[src/rtl/tlgt_pkg.sv]
package tlgt_pkg;

  // Default field widths
  localparam int ANGLE_BITS_DEF  = 16;
  localparam int TORQUE_BITS_DEF = 24;

  // Configuration port
  localparam int CFG_INDEX_W = 2;
  localparam int CFG_DATA_W  = 21;

  typedef enum logic [CFG_INDEX_W-1:0] {
    REG_MOTOR_MASS  = 2'd0,
    REG_ARM_MASS    = 2'd1,
    REG_GRAVITY     = 2'd2,
    REG_LINK_LENGTH = 2'd3
  } cfg_reg_t;

  // Register widths and reset values
  localparam int MM_W = 20;
  localparam int AM_W = 20;
  localparam int G_W  = 21;
  localparam int LL_W = 18;

  localparam logic [MM_W-1:0] MOTOR_MASS_RST  = 20'd20775;
  localparam logic [AM_W-1:0] ARM_MASS_RST    = 20'd6554;
  localparam logic [G_W-1:0]  GRAVITY_RST     = 21'd642253;
  localparam logic [LL_W-1:0] LINK_LENGTH_RST = 18'd8520;

  // Datapath widths
  localparam int FRAC_W   = 16;              // Q16 fraction bits
  localparam int PHASE_W  = 32;              // full turn = 2^32
  localparam int Q_SHIFT  = 30;              // Q30 polynomial
  localparam int Z_W      = 31;              // quarter-wave operand, 0..2^30
  localparam int S_W      = 32;              // Horner accumulator
  localparam int SMAG_W   = 17;              // |sin| in Q16, 0..65536
  localparam int LEVER_W  = LL_W + 1;        // signed lever arm
  localparam int GM_W     = G_W + MM_W;      // g*mass, Q32
  localparam int KSUM_W   = GM_W + 4;        // 4*gm + 3*ga + half
  localparam int GAIN_W   = KSUM_W - 1 - 17; // Q33 -> Q16

  localparam logic [Z_W-1:0]    Q30_ONE  = Z_W'(32'h4000_0000);
  localparam logic [SMAG_W-1:0] SMAG_MAX = 17'd65536;

  // Odd Taylor coefficients of sin(pi*z/2), Q30
  localparam int HORNER_CELLS = 4;
  localparam logic [S_W-1:0] SIN_C9 = 32'd172272;
  localparam logic [S_W-1:0] SIN_COEF [HORNER_CELLS] = '{
    32'd5026995, 32'd85569306, 32'd693598668, 32'd1686629713
  };

  // Pipeline stage positions
  localparam int ST_FOLD    = 0;
  localparam int ST_SQUARE  = 1;
  localparam int ST_HORNER  = 2;
  localparam int ST_FINAL   = ST_HORNER + HORNER_CELLS;
  localparam int ST_LEVER   = ST_FINAL + 1;
  localparam int ST_PRODUCT = ST_LEVER + 1;
  localparam int ST_OUT     = ST_PRODUCT + 1;
  localparam int NSTAGE     = ST_OUT + 1;

  // Word handed from cell to cell along a sine lane
  typedef struct packed {
    logic [S_W-1:0] s;
    logic [Z_W-1:0] z;
    logic [Z_W-1:0] z2;
    logic           neg;
  } sine_word_t;

endpackage

[src/rtl/tlgt_torque_stage.sv]
module tlgt_torque_stage #(
  parameter int TORQUE_BITS = tlgt_pkg::TORQUE_BITS_DEF
) (
  input  logic                                clk,
  input  logic                                en_product,
  input  logic                                en_out,
  input  logic signed [tlgt_pkg::LEVER_W-1:0] lever_a,
  input  logic signed [tlgt_pkg::LEVER_W-1:0] lever_b,
  input  logic [tlgt_pkg::GAIN_W-1:0]         gain2,
  input  logic [tlgt_pkg::GAIN_W-1:0]         gain3,
  output logic signed [TORQUE_BITS-1:0]       torque2,
  output logic signed [TORQUE_BITS-1:0]       torque3
);
  import tlgt_pkg::*;

  localparam int PROD_W = LEVER_W + GAIN_W + 1;
  localparam int SUM_W  = PROD_W + 1;
  localparam int RND_W  = SUM_W - FRAC_W;

  localparam logic signed [SUM_W-1:0] HALF  = SUM_W'(32768);
  localparam logic signed [RND_W-1:0] TQ_HI =
    {{(RND_W-TORQUE_BITS+1){1'b0}}, {(TORQUE_BITS-1){1'b1}}};
  localparam logic signed [RND_W-1:0] TQ_LO = ~TQ_HI;

  logic signed [PROD_W-1:0] prod_a;
  logic signed [PROD_W-1:0] prod_b;
  logic signed [SUM_W-1:0]  sum2;
  logic signed [SUM_W-1:0]  sum3;
  logic signed [RND_W-1:0]  rnd2;
  logic signed [RND_W-1:0]  rnd3;

  function automatic logic [TORQUE_BITS-1:0] sat(input logic signed [RND_W-1:0] x);
    logic signed [RND_W-1:0] y;
    y = x;
    if (x > TQ_HI) y = TQ_HI;
    if (x < TQ_LO) y = TQ_LO;
    return y[TORQUE_BITS-1:0];
  endfunction

  always_ff @(posedge clk) begin
    if (en_product) begin
      prod_a <= PROD_W'(lever_a) * PROD_W'($signed({1'b0, gain2}));
      prod_b <= PROD_W'(lever_b) * PROD_W'($signed({1'b0, gain3}));
    end
  end

  // Q32 -> Q16, ties toward +inf: add half, arithmetic shift
  always_comb begin
    sum2 = SUM_W'(prod_a) + SUM_W'(prod_b) + HALF;
    sum3 = -SUM_W'(prod_b) + HALF;
    rnd2 = sum2[SUM_W-1:FRAC_W];
    rnd3 = sum3[SUM_W-1:FRAC_W];
  end

  always_ff @(posedge clk) begin
    if (en_out) begin
      torque2 <= sat(rnd2);
      torque3 <= sat(rnd3);
    end
  end

endmodule

[config.mk]
export PLATFORM = sky130hd
export DESIGN_NAME = tlgt_torque_stage
export DESIGN_NICKNAME = d
export VERILOG_FILES = /design/src/rtl/tlgt_pkg.sv /design/src/rtl/tlgt_torque_stage.sv
export SDC_FILE = /design/constraint.sdc
export NUM_CORES = 2
export LEC_CHECK = 0
export BUFFER_PORTS_ARGS = -buffer_cell sky130_fd_sc_hd__buf_2
export CAP_MARGIN = 20
export CORE_AREA = 2 2 266 531
export DETAILED_ROUTE_END_ITERATION = 8
export DIE_AREA = 0 0 268 533
export PLACE_DENSITY = 0.47
export SLEW_MARGIN = 5
export SYNTH_ARGS = -nofsm -noshare
export SYNTH_HDL_FRONTEND = slang
export SYNTH_SLANG_ARGS = --single-unit
[constraint.sdc]
create_clock -name clk -period 19.77 [get_ports clk]
set_input_delay 0 -clock clk [delete_from_list [all_inputs] [get_ports clk]]
set_output_delay 0 -clock clk [all_outputs]
set_load 0.1 [all_outputs]
==> impl_metrics.prom <==
# TYPE chip_impl_metric gauge
chip_impl_metric{name="grt_max_degree",unit=""} 54
chip_impl_metric{name="avgRoutedWirePerCell",unit="um"} 17.6
chip_impl_metric{name="grt.total_usage",unit=""} 0.160
chip_impl_metric{name="fin_cells",unit=""} 6232
chip_impl_info{name="unrepaired_setup_endpoints_after_global_routing",value="no"} 1
chip_impl_info{name="worst-setup-path-type",value="primary input to register"} 1
chip_impl_metric{name="initial_antenna_violation_count",unit=""} 1
chip_impl_metric{name="clock_insertion_delay_worst_skew",unit="ns"} 0.45
chip_impl_metric{name="synth_warnings",unit=""} 0
chip_impl_metric{name="worstPathBufferInverterCount",unit=""} 3
chip_impl_metric{name="period_needed",unit="ns"} 7.22
chip_impl_metric{name="ctsHtreeMaxLevel",unit=""} 4
chip_impl_metric{name="fin_crit_sh",unit=""} 0.365
chip_impl_metric{name="critical_path_peak_fanout",unit=""} 27
chip_impl_metric{name="final_layout_size_suffix_gt1_frac",unit=""} 0.0485
chip_impl_metric{name="timing.clock.skew",unit="ns"} 0.0101
chip_impl_info{name="synthTopCellsByCount",value="sky130_fd_sc_hd__inv_1, sky130_fd_sc_hd__fa_1, sky130_fd_sc_hd__nand2_1"} 1
chip_impl_metric{name="wl",unit="um"} 110000
chip_impl_metric{name="worstPathArrival",unit="ns"} 7.42
chip_impl_metric{name="gp_congestion",unit=""} 0.830
chip_impl_metric{name="initial_drc_count",unit=""} 1246
chip_impl_metric{name="wire_length_of_the_first_global_routing_pass",unit="um"} 179000
chip_impl_metric{name="route.detailed.drc",unit=""} 0
chip_impl_metric{name="postPlaceCellArea",unit="mm^2"} 0.0438
chip_impl_info{name="path_common_cell",value="sky130_fd_sc_hd__fa_1"} 1
chip_impl_info{name="tritoncts",value="yes"} 1
chip_impl_metric{name="count_of_vias_placed_by_the_detailed_router",unit=""} 29100
chip_impl_info{name="yosys.cell_count.top_type",value="sky130_fd_sc_hd__inv_1"} 1
chip_impl_metric{name="port-buffer-count",unit=""} 142
chip_impl_metric{name="clock_sinks",unit=""} 142
chip_impl_metric{name="max_freq",unit="GHz"} 0.139
chip_impl_info{name="crit_path_cell_trace",value="buf_2, and2_1, fa_1, inv_1, fa_1, fa_1, inv_1, fa_1, fa_1, fa_1, ha_1, ha_1, a21o_1, a221o_1, a21oi_1, o21ai_0, o21ai_0, a21oi_1, o311ai_0, o31ai_1, a31oi_1, o21bai_1, xor2_1"} 1
chip_impl_metric{name="via_count_of_the_first_global_routing_pass",unit=""} 32600
chip_impl_metric{name="initial_utilization",unit=""} 0.298
chip_impl_metric{name="synth_area",unit="mm^2"} 0.0415
chip_impl_metric{name="setup_viol_count_final",unit=""} 0
chip_impl_metric{name="mappedNetlistNets",unit=""} 5763
chip_impl_info{name="netlist.top_cell.by_area",value="sky130_fd_sc_hd__fa_1"} 1
chip_impl_info{name="cp_top_family",value="adder cells"} 1
chip_impl_metric{name="overall_die_area",unit="mm^2"} 0.143
chip_impl_metric{name="final_core_util",unit=""} 0.320
chip_impl_metric{name="routed_via_density",unit=""} 4.67
chip_impl_metric{name="clock_path_buffers",unit=""} 2
chip_impl_metric{name="placeableCoreArea",unit="mm^2"} 0.139
chip_impl_metric{name="final_hpwl_from_detailed_placement",unit="um"} 89200
chip_impl_metric{name="drt_first_pass_iters",unit=""} 5
chip_impl_metric{name="ys_types",unit=""} 67
chip_impl_metric{name="pin_count",unit=""} 143
chip_impl_metric{name="floorplan.rows",unit=""} 194
chip_impl_metric{name="number_of_setup_buffers_added_after_cts",unit=""} 0
chip_impl_metric{name="drtAntennaViolNets",unit=""} 0
chip_impl_info{name="ys.flop_type",value="sky130_fd_sc_hd__edfxtp_1"} 1
chip_impl_info{name="critical_path.startpoint_type",value="primary input"} 1
chip_impl_metric{name="placedCellCount",unit=""} 6197
chip_impl_metric{name="fp.dieH",unit="um"} 533
chip_impl_metric{name="clock_buffer_count_from_cts",unit=""} 17
chip_impl_metric{name="timing.max_cap.violations",unit=""} 0
chip_impl_info{name="timing.critical_path.to_type",value="register"} 1
chip_impl_metric{name="die_w",unit="um"} 268
chip_impl_info{name="hold_path_class",value="primary input to register"} 1
chip_impl_metric{name="path_clk_slew",unit="ns"} 0.07
chip_impl_metric{name="final-max-slew-violation-count",unit=""} 0
chip_impl_metric{name="areaGrowthSynthToFinish",unit="%"} 7.23
chip_impl_info{name="status",value="complete, no violations"} 1
chip_impl_metric{name="number_of_flops_mapped_to_enable_cells_by_yosys",unit=""} 142
chip_impl_metric{name="final_cell_area",unit="mm^2"} 0.0445
chip_impl_metric{name="layout.nets",unit=""} 5745
chip_impl_metric{name="total_negative_setup_slack",unit="ns"} 0
chip_impl_metric{name="worst_ep_required_time",unit="ns"} 19.97
chip_impl_metric{name="post_synth_inst_count",unit=""} 4373
chip_impl_metric{name="crit_path_max_incr_delay",unit="ns"} 0.71
chip_impl_metric{name="avgSynthCellArea",unit="um^2"} 9.48
chip_impl_metric{name="slew-limit-headroom",unit=""} 0.405
chip_impl_metric{name="global_route.overflow_total",unit=""} 0
chip_impl_metric{name="async_sr_flop_fraction",unit=""} 0
chip_impl_metric{name="synth_seq_area_share",unit=""} 0.103
chip_impl_metric{name="synth_top_area_share",unit=""} 0.409
chip_impl_metric{name="timing.final.hold_violations",unit=""} 0
chip_impl_metric{name="worst-slew-pin-transition",unit="ns"} 0.881
chip_impl_info{name="synth_area_leaders",value="sky130_fd_sc_hd__fa_1, sky130_fd_sc_hd__ha_1, sky130_fd_sc_hd__edfxtp_1"} 1
chip_impl_metric{name="synth_seq_cells",unit=""} 142
chip_impl_info{name="crit_path_top_delay_cell",value="sky130_fd_sc_hd__o311ai_0"} 1
chip_impl_info{name="cts_root_buffer",value="sky130_fd_sc_hd__clkbuf_16"} 1
## logic make-up (layout without fill, tap and decap cells)
group | count (synthesis) | in the layout | share of synthesized area
flops | 142 | 142 | 0.103
mux | 4 | 4 | 0.000966
xor+xnor | 130 | 130 | 0.0275
fa+ha+maj | 1295 | 1295 | 0.544
other cells | 0 | 2 | 0
buf+inv | 1097 | 1092 | 0.100
simple gates | 1300 | 1300 | 0.162
compound gates | 405 | 405 | 0.0627
## metal layers
metal / global-route usage / routed length (um)
met1: 0.212 / 48500
met2: 0.281 / 55200
met3: 0.0157 / 3910
met4: 0.0293 / 2110
met5: 0 / 11
## placed cells by master, fill, tap and decap left out, drive strengths merged, types with 7 or more instances in the layout
master	n
a211oi	12
a21o	67
a21oi	171
and2	496
and3	12
and4	7
buf	148
clkbuf	17
edfxtp	142
fa	848
ha	447
inv	920
nand2	549
nand2b	41
nand3	26
nand4	16
nor2	44
nor2b	45
nor3	28
nor4	7
o211ai	8
o21a	8
o21ai	60
o21bai	21
or3	7
xnor2	83
xor2	47
## worst reg2reg max path, delay by kind of cell, from the launching register on
kind | cells | cell delay (ns)
compound gates | 7 | 2.63
fa+ha+maj | 2 | 0.61
buf+inv | 1 | 0.30
flops | 1 | 0.46
mux | 1 | 0.23
simple gates | 3 | 0.51
## repair_timing
action                    4_1_cts  5_1_grt
hold buffers                    1        0
gates resized for setup         0        0
hold endpoints to repair       14        0
## path summary, 6_finish.rpt
check	cells after the start	start	slack [ns]	endpoint
max reg2reg	14	prod_b[3]$_DFFE_PP_	14.74	torque2[16]$_SDFFCE_PP0P_
min reg2reg	1	prod_b[46]$_DFFE_PP_	0.78	torque3[23]$_SDFFCE_PP1P_
min	1	en_product	0.05	prod_a[1]$_DFFE_PP_
max	23	lever_b[4]	12.55	prod_b[44]$_DFFE_PP_
## registers in the layout (all words and copies together), names as in the netlist
signal / cells
torque3: 24
prod_b: 47
torque2: 24
prod_a: 47
## area by class of cell
class / instances / area, um^2
repair buffers: 150 / 798
well taps: 1862 / 2330
diodes: 2 / 5.00
inverters: 910 / 3420
clock buffers: 17 / 425
fillers: 14600 / 94600
multi-input cells: 3134 / 33000
flip-flops and latches: 142 / 4260
clock inverters: 15 / 170
## stage by stage
| stage | setup slack, ns | hold WS [ns] |
|---|---|---|
| after global placement | 12.27 | 0.515 |
| final | 12.55 | 0.0503 |
| after detailed placement | 12.23 | 0.448 |
| after CTS | 12.69 | 0.0342 |
| after global routing | 12.20 | 0.0566 |
| after floorplan | 12.86 | 0.112 |
Power is left out: the tool's default activity adds up to more than one toggle a clock period on the data nets, which glitch-free logic cannot reach.
